**config.mk**
```make
export PLATFORM = sky130hd
export DESIGN_NAME = adc_average_cv_cc_mode_switch
export DESIGN_NICKNAME = d
export VERILOG_FILES = /design/src/design/adcavg_pkg.sv /design/src/design/adcavg_ctrl.sv /design/src/design/adcavg_dp.sv /design/src/design/adc_average_cv_cc_mode_switch.sv
export SDC_FILE = /design/constraint.sdc
export NUM_CORES = 2
export LEC_CHECK = 0
export BUFFER_PORTS_ARGS = -buffer_cell sky130_fd_sc_hd__buf_4
export CORE_ASPECT_RATIO = 2
export CORE_UTILIZATION = 45
export DETAILED_ROUTE_END_ITERATION = 6
export GPL_TIMING_DRIVEN = 0
export PLACE_DENSITY = 0.72
export SYNTH_ARGS = -nofsm -noshare
export SYNTH_HDL_FRONTEND = slang
export SYNTH_SLANG_ARGS = --single-unit
```
**constraint.sdc**
```tcl
create_clock -name clk -period 8.4 [get_ports clk]
set_clock_uncertainty 0.1 [all_clocks]
set_input_delay 0.42 -clock clk [delete_from_list [all_inputs] [get_ports clk]]
set_output_delay 0.42 -clock clk [all_outputs]
set_load 0.005 [all_outputs]
```
**src/design/adcavg_pkg.sv**
```systemverilog
// Shared types, constants and helpers for the ADC averaging and CV/CC mode block.
package adcavg_pkg;

  // Window geometry
  localparam int WINDOW = 16;
  localparam int LOG2W = $clog2(WINDOW);
  localparam int WPOS_W = LOG2W;
  localparam int QUALIFY_COUNT = 3;
  localparam int CNT_W = $clog2(QUALIFY_COUNT + 1);

  // Field widths
  localparam int SAMPLE_W = 12;
  localparam int NUM_CH = 4;
  localparam int ROW_W = NUM_CH * SAMPLE_W;
  localparam int SUM_W = 20;
  localparam int SET_W = 14;
  localparam int IOUT_W = 13;
  localparam int VOLT_W = 16;

  // Multiplier and scaling widths
  localparam int MUL_W = 20;
  localparam int PROD_W = 2 * MUL_W;
  localparam int SHIFT = LOG2W + 16;
  localparam int SC_W = PROD_W + 1 - SHIFT;
  localparam int CMP_W = SC_W + 7;
  localparam int K_W = 8;
  localparam int THR_W = SET_W + K_W;

  // Stream widths
  localparam int IN_W = 72;
  localparam int OUT_W = 64;

  // Configuration port
  localparam int CFG_IDX_W = 3;
  localparam int CFG_DATA_W = 20;

  typedef enum logic [CFG_IDX_W-1:0] {
    REG_CURRENT_GAIN = 3'd0,
    REG_VIN_GAIN     = 3'd1,
    REG_VOUT_GAIN    = 3'd2,
    REG_ENTER_PCT    = 3'd3,
    REG_EXIT_PCT     = 3'd4,
    REG_MIN_SET      = 3'd5,
    REG_VOUT_ZERO    = 3'd6,
    REG_IOUT_ZERO    = 3'd7
  } cfg_reg_t;

  localparam logic [17:0] RST_CURRENT_GAIN = 18'd130862;
  localparam logic [19:0] RST_VIN_GAIN = 20'd579216;
  localparam logic [19:0] RST_VOUT_GAIN = 20'd528818;
  localparam logic [6:0] RST_ENTER_PCT = 7'd5;
  localparam logic [6:0] RST_EXIT_PCT = 7'd5;
  localparam logic [13:0] RST_MIN_SET = 14'd100;
  localparam logic [9:0] RST_VOUT_ZERO = 10'd150;
  localparam logic [6:0] RST_IOUT_ZERO = 7'd3;

  localparam logic [K_W-1:0] PCT_FULL = 8'd100;
  localparam logic [SC_W-1:0] IOUT_MAX = SC_W'(8191);
  localparam logic [SC_W-1:0] VOLT_MAX = SC_W'(65535);

  typedef enum logic [2:0] {
    ST_IDLE,
    ST_SUM,
    ST_MUL_I,
    ST_MUL_V,
    ST_MUL_O,
    ST_FIN
  } state_t;

  typedef enum logic [1:0] {
    MSEL_THR,
    MSEL_IOUT,
    MSEL_VIN,
    MSEL_VOUT
  } mul_sel_t;

  typedef struct packed {
    logic load_in;   // capture input, read window row
    logic upd_sum;   // update sums, write window row
    logic mul_en;    // load product register
    mul_sel_t mul_sel;
    logic ld_thr;    // park threshold product
    logic ld_iout;   // scale current product
    logic ld_vin;    // scale input voltage product
    logic fin;       // finish: load result, update mode counters
  } dp_cmd_t;

  // Round half up and divide by WINDOW * 65536
  function automatic logic [SC_W-1:0] scale_prod(input logic [PROD_W-1:0] p);
    logic [PROD_W:0] t;
    t = {1'b0, p} + ((PROD_W + 1)'(1) << (SHIFT - 1));
    return t[PROD_W:SHIFT];
  endfunction

endpackage

```
**src/design/adcavg_ctrl.sv**
```systemverilog
// Sequencer for the ADC averaging block: steps the shared multiplier and output handoff.
module adcavg_ctrl
  import adcavg_pkg::*;
(
  input  logic    clk,
  input  logic    rst,
  input  logic    s_axis_tvalid,
  output logic    s_axis_tready,
  output logic    m_axis_tvalid,
  input  logic    m_axis_tready,
  output dp_cmd_t cmd
);

  state_t state, state_next;
  logic out_valid;
  logic out_free;

  assign out_free = !out_valid || m_axis_tready;
  assign s_axis_tready = (state == ST_IDLE);
  assign m_axis_tvalid = out_valid;

  always_ff @(posedge clk) begin
    if (rst) begin
      state <= ST_IDLE;
    end else begin
      state <= state_next;
    end
  end

  always_ff @(posedge clk) begin
    if (rst) begin
      out_valid <= 1'b0;
    end else if (cmd.fin) begin
      out_valid <= 1'b1;
    end else if (m_axis_tready) begin
      out_valid <= 1'b0;
    end
  end

  always_comb begin
    state_next = state;
    cmd = '0;
    cmd.mul_sel = MSEL_THR;
    case (state)
      ST_IDLE: begin
        if (s_axis_tvalid) begin
          cmd.load_in = 1'b1;
          state_next = ST_SUM;
        end
      end
      ST_SUM: begin
        cmd.upd_sum = 1'b1;
        cmd.mul_en = 1'b1;
        cmd.mul_sel = MSEL_THR;
        state_next = ST_MUL_I;
      end
      ST_MUL_I: begin
        cmd.ld_thr = 1'b1;
        cmd.mul_en = 1'b1;
        cmd.mul_sel = MSEL_IOUT;
        state_next = ST_MUL_V;
      end
      ST_MUL_V: begin
        cmd.ld_iout = 1'b1;
        cmd.mul_en = 1'b1;
        cmd.mul_sel = MSEL_VIN;
        state_next = ST_MUL_O;
      end
      ST_MUL_O: begin
        cmd.ld_vin = 1'b1;
        cmd.mul_en = 1'b1;
        cmd.mul_sel = MSEL_VOUT;
        state_next = ST_FIN;
      end
      ST_FIN: begin
        // hold until the output register is free
        if (out_free) begin
          cmd.fin = 1'b1;
          state_next = ST_IDLE;
        end
      end
      default: begin
        state_next = ST_IDLE;
      end
    endcase
  end

endmodule

```
**src/design/adcavg_dp.sv**
```systemverilog
// Datapath: window memory, running sums, shared multiplier, scaling and mode counters.
module adcavg_dp
  import adcavg_pkg::*;
(
  input  logic                  clk,
  input  logic                  rst,
  input  dp_cmd_t               cmd,
  input  logic [IN_W-1:0]       s_axis_tdata,
  output logic [OUT_W-1:0]      m_axis_tdata,
  input  logic                  cfg_we,
  input  logic [CFG_IDX_W-1:0]  cfg_index,
  input  logic [CFG_DATA_W-1:0] cfg_data
);

  // Configuration registers
  logic [17:0] current_gain;
  logic [19:0] vin_gain;
  logic [19:0] vout_gain;
  logic [6:0] enter_pct;
  logic [6:0] exit_pct;
  logic [SET_W-1:0] min_set;
  logic [9:0] vout_zero;
  logic [6:0] iout_zero;

  always_ff @(posedge clk) begin
    if (rst) begin
      current_gain <= RST_CURRENT_GAIN;
      vin_gain <= RST_VIN_GAIN;
      vout_gain <= RST_VOUT_GAIN;
      enter_pct <= RST_ENTER_PCT;
      exit_pct <= RST_EXIT_PCT;
      min_set <= RST_MIN_SET;
      vout_zero <= RST_VOUT_ZERO;
      iout_zero <= RST_IOUT_ZERO;
    end else if (cfg_we) begin
      case (cfg_reg_t'(cfg_index))
        REG_CURRENT_GAIN: current_gain <= cfg_data[17:0];
        REG_VIN_GAIN:     vin_gain <= cfg_data[19:0];
        REG_VOUT_GAIN:    vout_gain <= cfg_data[19:0];
        REG_ENTER_PCT:    enter_pct <= cfg_data[6:0];
        REG_EXIT_PCT:     exit_pct <= cfg_data[6:0];
        REG_MIN_SET:      min_set <= cfg_data[SET_W-1:0];
        REG_VOUT_ZERO:    vout_zero <= cfg_data[9:0];
        REG_IOUT_ZERO:    iout_zero <= cfg_data[6:0];
        default: ;
      endcase
    end
  end

  // Input capture
  logic [ROW_W-1:0] in_row;
  logic in_on;
  logic in_menu;
  logic [SET_W-1:0] in_set;
  logic in_mode;

  always_ff @(posedge clk) begin
    if (cmd.load_in) begin
      in_row <= s_axis_tdata[ROW_W-1:0];
      in_on <= s_axis_tdata[48];
      in_menu <= s_axis_tdata[49];
      in_set <= s_axis_tdata[63:50];
      in_mode <= s_axis_tdata[64];
    end
  end

  // Window memory: one row holds one sample of every channel
  logic [ROW_W-1:0] win_mem [WINDOW];
  logic [WINDOW-1:0] win_vld;
  logic [WPOS_W-1:0] wpos;
  logic [ROW_W-1:0] rd_row;
  logic rd_vld;
  logic [ROW_W-1:0] old_row;

  always_ff @(posedge clk) begin
    if (cmd.load_in) begin
      rd_row <= win_mem[wpos];
    end
    if (cmd.upd_sum) begin
      win_mem[wpos] <= in_row;
    end
  end

  always_ff @(posedge clk) begin
    if (rst) begin
      win_vld <= '0;
      wpos <= '0;
      rd_vld <= 1'b0;
    end else begin
      if (cmd.load_in) begin
        rd_vld <= win_vld[wpos];
      end
      if (cmd.upd_sum) begin
        win_vld[wpos] <= 1'b1;
        wpos <= wpos + WPOS_W'(1);
      end
    end
  end

  // Entries never written read as zero samples
  assign old_row = rd_vld ? rd_row : '0;

  // Running sums
  logic [SUM_W-1:0] sums [NUM_CH];

  always_ff @(posedge clk) begin
    if (rst) begin
      for (int c = 0; c < NUM_CH; c++) begin
        sums[c] <= '0;
      end
    end else if (cmd.upd_sum) begin
      for (int c = 0; c < NUM_CH; c++) begin
        sums[c] <= sums[c] - SUM_W'(old_row[c*SAMPLE_W +: SAMPLE_W])
                   + SUM_W'(in_row[c*SAMPLE_W +: SAMPLE_W]);
      end
    end
  end

  // Shared multiplier
  logic [K_W-1:0] k_enter;
  logic [K_W-1:0] k_exit;
  logic exit_neg;
  logic [MUL_W-1:0] mul_a;
  logic [MUL_W-1:0] mul_b;
  logic [PROD_W-1:0] prod;

  assign exit_neg = (exit_pct > PCT_FULL[6:0]) || PCT_FULL[7];
  assign k_enter = PCT_FULL + {1'b0, enter_pct};
  assign k_exit = exit_neg ? '0 : (PCT_FULL - {1'b0, exit_pct});

  always_comb begin
    case (cmd.mul_sel)
      MSEL_THR: begin
        mul_a = MUL_W'(in_set);
        mul_b = MUL_W'(in_mode ? k_exit : k_enter);
      end
      MSEL_IOUT: begin
        mul_a = sums[1];
        mul_b = MUL_W'(current_gain);
      end
      MSEL_VIN: begin
        mul_a = sums[2];
        mul_b = vin_gain;
      end
      MSEL_VOUT: begin
        mul_a = sums[3];
        mul_b = vout_gain;
      end
      default: begin
        mul_a = '0;
        mul_b = '0;
      end
    endcase
  end

  always_ff @(posedge clk) begin
    if (cmd.mul_en) begin
      prod <= mul_a * mul_b;
    end
  end

  // Scaling
  logic [SC_W-1:0] prod_sc;
  logic [THR_W-1:0] thr;
  logic [SC_W-1:0] iout;
  logic [SC_W-1:0] vin;

  assign prod_sc = scale_prod(prod);

  always_ff @(posedge clk) begin
    if (cmd.ld_thr) begin
      thr <= prod[THR_W-1:0];
    end
    if (cmd.ld_iout) begin
      iout <= (prod_sc < SC_W'(iout_zero)) ? '0 : prod_sc;
    end
    if (cmd.ld_vin) begin
      vin <= prod_sc;
    end
  end

  // Mode decision
  logic [SC_W-1:0] vout;
  logic [CMP_W-1:0] io100;
  logic [CMP_W-1:0] thr_x;
  logic active;
  logic at_min;
  logic exit_hit;
  logic enter_hit;
  logic [CNT_W-1:0] enter_cnt, enter_cnt_next;
  logic [CNT_W-1:0] exit_cnt, exit_cnt_next;
  logic [CNT_W-1:0] enter_inc;
  logic [CNT_W-1:0] exit_inc;
  logic mode_next;

  assign vout = (prod_sc < SC_W'(vout_zero)) ? '0 : prod_sc;
  assign io100 = (CMP_W'(iout) << 6) + (CMP_W'(iout) << 5) + (CMP_W'(iout) << 2);
  assign thr_x = CMP_W'(thr);
  assign active = in_on && in_menu;
  assign at_min = (in_set == min_set);
  assign exit_hit = !exit_neg && (io100 <= thr_x);
  assign enter_hit = (io100 >= thr_x);
  assign enter_inc = enter_cnt + CNT_W'(1);
  assign exit_inc = exit_cnt + CNT_W'(1);

  always_comb begin
    mode_next = in_mode;
    enter_cnt_next = '0;
    exit_cnt_next = '0;
    if (!active) begin
      mode_next = in_mode;
    end else if (at_min) begin
      mode_next = 1'b0;
    end else if (in_mode) begin
      if (exit_hit) begin
        if (exit_inc >= CNT_W'(QUALIFY_COUNT)) begin
          mode_next = 1'b0;
        end else begin
          exit_cnt_next = exit_inc;
        end
      end
    end else begin
      if (enter_hit) begin
        if (enter_inc >= CNT_W'(QUALIFY_COUNT)) begin
          mode_next = 1'b1;
        end else begin
          enter_cnt_next = enter_inc;
        end
      end
    end
  end

  always_ff @(posedge clk) begin
    if (rst) begin
      enter_cnt <= '0;
      exit_cnt <= '0;
    end else if (cmd.fin) begin
      enter_cnt <= enter_cnt_next;
      exit_cnt <= exit_cnt_next;
    end
  end

  // Result register
  logic [SAMPLE_W-1:0] ntc_avg;
  logic [IOUT_W-1:0] iout_ma;
  logic [VOLT_W-1:0] vin_mv;
  logic [VOLT_W-1:0] vout_mv;

  assign ntc_avg = sums[0][LOG2W +: SAMPLE_W];
  assign iout_ma = (iout > IOUT_MAX) ? IOUT_MAX[IOUT_W-1:0] : iout[IOUT_W-1:0];
  assign vin_mv = (vin > VOLT_MAX) ? VOLT_MAX[VOLT_W-1:0] : vin[VOLT_W-1:0];
  assign vout_mv = (vout > VOLT_MAX) ? VOLT_MAX[VOLT_W-1:0] : vout[VOLT_W-1:0];

  always_ff @(posedge clk) begin
    if (cmd.fin) begin
      m_axis_tdata <= {6'd0, mode_next, vout_mv, vin_mv, iout_ma, ntc_avg};
    end
  end

endmodule

```
**src/design/adc_average_cv_cc_mode_switch.sv**
```systemverilog
// Top level of the ADC moving-average front end with CV/CC mode switching.
// Behind a registered row read, an item walks the sum, multiply and finish states; finish
// waits while the output stalls, and a new item is taken only after it. The steps use the
// single shared 20x20 multiplier in turn (threshold, then current, input and output voltage).
// Reset (rst, synchronous, active high) clears window valid bits, sums, write position,
// mode counters and output valid, and loads the register defaults.
module adc_average_cv_cc_mode_switch
  import adcavg_pkg::*;
(
  input  logic                  clk,
  input  logic                  rst,
  // tdata, lowest bit up: ntc_raw[11:0], iout_raw[23:12], vin_raw[35:24], vout_raw[47:36],
  // output_on[48], menu_is_output[49], set_current_ma[63:50], mode_now[64], zero fill
  input  logic                  s_axis_tvalid,
  output logic                  s_axis_tready,
  input  logic [IN_W-1:0]       s_axis_tdata,
  // tdata, lowest bit up: ntc_avg[11:0], iout_ma[24:12], vin_mv[40:25], vout_mv[56:41],
  // mode_next[57], zero fill
  output logic                  m_axis_tvalid,
  input  logic                  m_axis_tready,
  output logic [OUT_W-1:0]      m_axis_tdata,
  // configuration writes; the user must write only while no item is in flight, the block does not enforce it
  input  logic                  cfg_we,
  input  logic [CFG_IDX_W-1:0]  cfg_index,
  input  logic [CFG_DATA_W-1:0] cfg_data
);

  // Commands from the sequencer; the datapath needs no status back, since every
  // step has a fixed length and only the output handoff can stall.
  dp_cmd_t cmd;

  // Sequencer: takes one transfer in idle, walks the multiplier steps, and
  // waits in the final step until the output register is empty or drained.
  adcavg_ctrl u_ctrl (
    .clk           (clk),
    .rst           (rst),
    .s_axis_tvalid (s_axis_tvalid),
    .s_axis_tready (s_axis_tready),
    .m_axis_tvalid (m_axis_tvalid),
    .m_axis_tready (m_axis_tready),
    .cmd           (cmd)
  );

  // Datapath: window row memory, four running sums, shared multiplier,
  // rounding, zero thresholds, saturation and the hysteresis counters.
  adcavg_dp u_dp (
    .clk          (clk),
    .rst          (rst),
    .cmd          (cmd),
    .s_axis_tdata (s_axis_tdata),
    .m_axis_tdata (m_axis_tdata),
    .cfg_we       (cfg_we),
    .cfg_index    (cfg_index),
    .cfg_data     (cfg_data)
  );

endmodule

```
==> summary.txt <==
Status
  • Run status: finished with violations
  • Failing checks: negative setup slack

Timing
  • Worst Max-Slew Pin Slew: 1.364 ns
  • Final worst path period need: approximately 8.6 ns
  • Fin crit share: 1.020
  • RSZ-0062 raised after global routing: yes
  • Setup violators final: 3
  • Fmax: 116.7 MHz
  • Min setup slack post-route: -0.1669 ns
  • Fin. Hold Viols: 0
  • Relative slew slack: 0.09072
  • Fin. max-slew vios: 0

Pwr
  • Leak pwr: between 30 and 40 nW
  • Clock Power Share: 0.175
  • Combinational fraction of design power: 0.554
  • Flop pwr share: 0.271
  • Net Switching: roughly 12 mW
  • Peak VDD IR: about 0.93 mV
  • P per Cell Area: between 300 and 400 nW/µm²
  • Internal: between 15 and 20 mW
  • Design Power: a little under 30 mW
  • Switching Fraction: 0.4009

Yosys
  • Synth Warn #: 0
  • Post-synth EDFFs: 1,119
  • Compound-Gate Fraction of Synth Area: 0.05139
  • Syn Inst Count: 5,077
  • Count of different cell masters after synthesis: 80
  • Ys flop type: edfxtp_1
  • Largest family of logic cells by synthesized area: adder cells
  • Area contributors post-synth: edfxtp_1 49%, fa_1 11%, mux4_2 8.1%
  • Asr flop ratio synth: 0
  • Simple-gate share of the synthesized area: 0.08604
  • Synth Area per Inst: 13.38 µm²
  • Synth Cell Area: just under 70,000 µm²
  • Multiplexer share of the synthesized area: 0.08975
  • Sequential share of the synthesized area: 0.5337
  • Synth top area share: 0.4948
  • Synth Area in Adders: 0.1716
  • Register bit total from synthesis: around 1,300
  • Area leader, netlist: edfxtp_1
  • Xor and xnor fraction of the mapped netlist area: 0.01896

Global routing
  • Aggregate global routing overflow: 0
  • Vias in the first global route: between 40,000 and 50,000
  • First-pass GRT wire length: ~300,000 µm
  • All-Layer GR Usage: 0.2719
  • Largest net degree at the start of global routing: between 60 and 70
  • Initial antenna violation count: 6

Placement
  • Placed Cells: approximately 7,000
  • RePlAce Congestion: between 1 and 1.5
  • Dpl cell area: around 73,000 µm²
  • # port buffers: 142
  • Hpwl dp: approximately 150,000 µm

Drt
  • Final wirelength: 205,600 µm
  • Starting DRT DRC Count: ~3,500
  • Drt first pass iters: 7
  • DR vias: around 44,000
  • Avg Vias per Cell: roughly 5.8
  • DR WL/cell: ~27 µm
  • DRC: 0
  • Antenna-violating nets left: 0

Worst hold path
  • Tightest Hold Check Type: in2reg

Setup path
  • Crit path launch: u_ctrl.state[0]
  • Worst setup path class: reg2reg
  • Startpoint types: register
  • R2r startpoint: u_ctrl.state[0]
  • CP Data Arrival Time: between 8 and 9 ns
  • CP Data Required Time: a little under 9 ns
  • Critical Path Fanout Max: 10
  • Crit end category: register
  • FF-to-FF setup slack: -0.17 ns
  • Worst flop-to-flop path endpoint: u_dp.prod[39]
  • R2R cell count: 27
  • CP endpoint: u_dp.prod[39]

Floorplan
  • IO Pins: roughly 170
  • Row cnt: ~200
  • Total core area: between 100,000 and 150,000 µm²
  • Initial Util: 0.4531
  • Height of the die: ~550 µm
  • DIE AREA: 152,600 µm²
  • Die X: around 280 µm

Layout
  • Layout Cells excl Fill: 7,582
  • Filler cells: 12,230
  • Design area: around 80,000 µm²
  • P&R area growth vs syn: 16.95%
  • Core Util, Final: 0.5299
  • Nets: between 6,000 and 7,000
  • Share of layout cells above drive strength 1: 0.1797

Clock tree
  • CTS Sinks: between 1,000 and 1,500
  • CTS tree: done
  • CTS Buffer Depth: 3
  • Clock slew at reported path FFs: 0.07 ns
  • Num CTS Buffers: 106
  • H-tree depth: 3
  • Clock root buffer master: clkbuf_16
  • Worst skew pair latency: 0.76 ns

Job
  • Max Cap Viol: 0
-- cell type report --
cell class,count,area (µm²),share of cell area
Antenna cell,7,17.52,0.0002206
Buffer,186,1234,0.01553
Tap cell,1928,2412,0.03037
Timing Repair Buffer,376,3774,0.04751
Multi-Input combinational cell,2962,29540,0.3719
Inverter,670,2530,0.03186
Clock inverter,81,853.3,0.01074
Sequential cell,1251,36260,0.4565
Clock buffer,121,2803,0.03529
-- worst min path at each step --
| stage | start | end | slack (ns) | depth (start not counted) |
|---|---|---|---|---|
| finish | m_axis_tready | u_ctrl.m_axis_tvalid | 0.06 | 3 |
| floorplan | u_dp.prod[0] | u_dp.thr[0] | 0.30 | 0 |
| global placement | u_dp.prod[7] | u_dp.thr[7] | 0.30 | 0 |
| global route | cfg_data[4] | u_dp.enter_pct[4] | 0.1 | 3 |
| detailed placement | u_dp.prod[12] | u_dp.thr[12] | 0.30 | 0 |
| CTS | m_axis_tready | u_ctrl.m_axis_tvalid | 0.05 | 3 |
-- synthesized netlist by cell type, types with 60 or more instances --
cell,number
a21o_1,60
a21oi_1,163
and2_1,61
clkbuf_1,156
dfxtp_1,132
edfxtp_1,1119
fa_1,386
ha_1,314
inv_1,669
mux4_2,245
nand2_1,398
nor2_1,456
o21ai_0,74
xnor2_1,81
xor2_1,66
-- per-layer routing --
metal / vias up / GRT usage / share of wire
li1: 18760 / - / -
met1: 22070 / 0.2550 / 0.30
met2: 2111 / 0.5050 / 0.53
met3: 831 / 0.04918 / 0.062
met4: 4 / 0.2373 / 0.11
met5: - / 0 / 0.00013
-- worst max-delay path, stage by stage, from the launching register on --
cell	delay [ns]
dfxtp_4	0.41
clkbuf_16	0.21
clkbuf_16	0.19
o211ai_1	0.52
o21ai_2	0.19
o21a_4	0.26
clkbuf_16	0.18
nor2_1	0.13
fa_1	0.44
fa_1	0.52
inv_1	0.05
fa_1	0.47
inv_1	0.08
fa_1	0.50
fa_1	0.46
fa_1	0.52
inv_1	0.05
fa_1	0.47
inv_1	0.04
ha_1	0.33
a211oi_2	0.22
nand2_1	0.15
o211ai_1	0.50
and4_4	0.36
o31ai_4	0.11
o41ai_4	0.30
mux2i_1	0.23
nand4_1	0.22
-- layout by cell type (no fill, tap or decap), types with 60 or more instances in the layout --
master,n
and2_1,60
a21oi_1,152
clkbuf_1,98
nor2_1,433
dfxtp_1,126
buf_4,231
edfxtp_1,1119
xnor2_1,78
nand2_1,392
a21o_1,60
ha_1,302
dlygate4sd3_1,81
mux4_2,245
fa_1,384
inv_1,661
xor2_1,65
clkbuf_16,120
-- kinds of logic (layout without fill, tap and decap cells) --
family | after synthesis | after routing
AO/OA/AOI/OAI | 531 | 531
XOR/XNOR | 147 | 147
adder cells (fa/ha/maj) | 700 | 700
buffers and inverters | 869 | 1434
flip-flops | 1251 | 1251
multiplexers | 302 | 302
other | 1 | 13
AND/OR/NAND/NOR | 1276 | 1276
-- flip-flops by register name, summed over array words and instances (netlist names), 2 cells and up --
name / count
u_ctrl.state: 3
u_dp.current_gain: 18
u_dp.enter_cnt: 2
u_dp.enter_pct: 7
u_dp.exit_cnt: 2
u_dp.exit_pct: 7
u_dp.in_row: 48
u_dp.in_set: 14
u_dp.iout: 21
u_dp.iout_zero: 7
u_dp.m_axis_tdata: 58
u_dp.min_set: 14
u_dp.prod: 40
u_dp.rd_row: 48
u_dp.sums: 76
u_dp.thr: 22
u_dp.vin: 21
u_dp.vin_gain: 20
u_dp.vout_gain: 20
u_dp.vout_zero: 10
u_dp.win_mem: 768
u_dp.win_vld: 16
u_dp.wpos: 4
-- stage by stage --
stage          hold slack [ns]  setup TNS, ns  setup slack [ns]
3_3_place_gp            0.3010        -444.11            -3.669
3_5_place_dp            0.3045         -59.06            -3.179
5_1_grt                0.09847        -0.8080           -0.2701
6_report               0.06370        -0.2682           -0.1669
4_1_cts                0.05006              0          0.008515
2_1_floorplan           0.3003              0            0.2123
-- power by group through the flow --
stage          registers [mW]  logic [mW]  clock network, mW
2_1_floorplan            7.98        9.46                  0
3_3_place_gp             8.12        12.6                  0
3_5_place_dp             8.11        13.0                  0
4_1_cts                  7.99        14.3               5.23
5_1_grt                  8.02        17.8               5.44
6_report                 8.00        16.4               5.17
-- what timing repair did --
item                                   in CTS  in global routing
gates cloned                                1                  0
setup endpoints to repair                  33                 12
endpoints found under the hold margin     118                  0
buffers inserted                           58                 35
gates resized for setup                   328                 83
pin swaps                                  39                 37
hold buffers                               81                  0
Note: power is estimated with default switching activity, not from simulation.
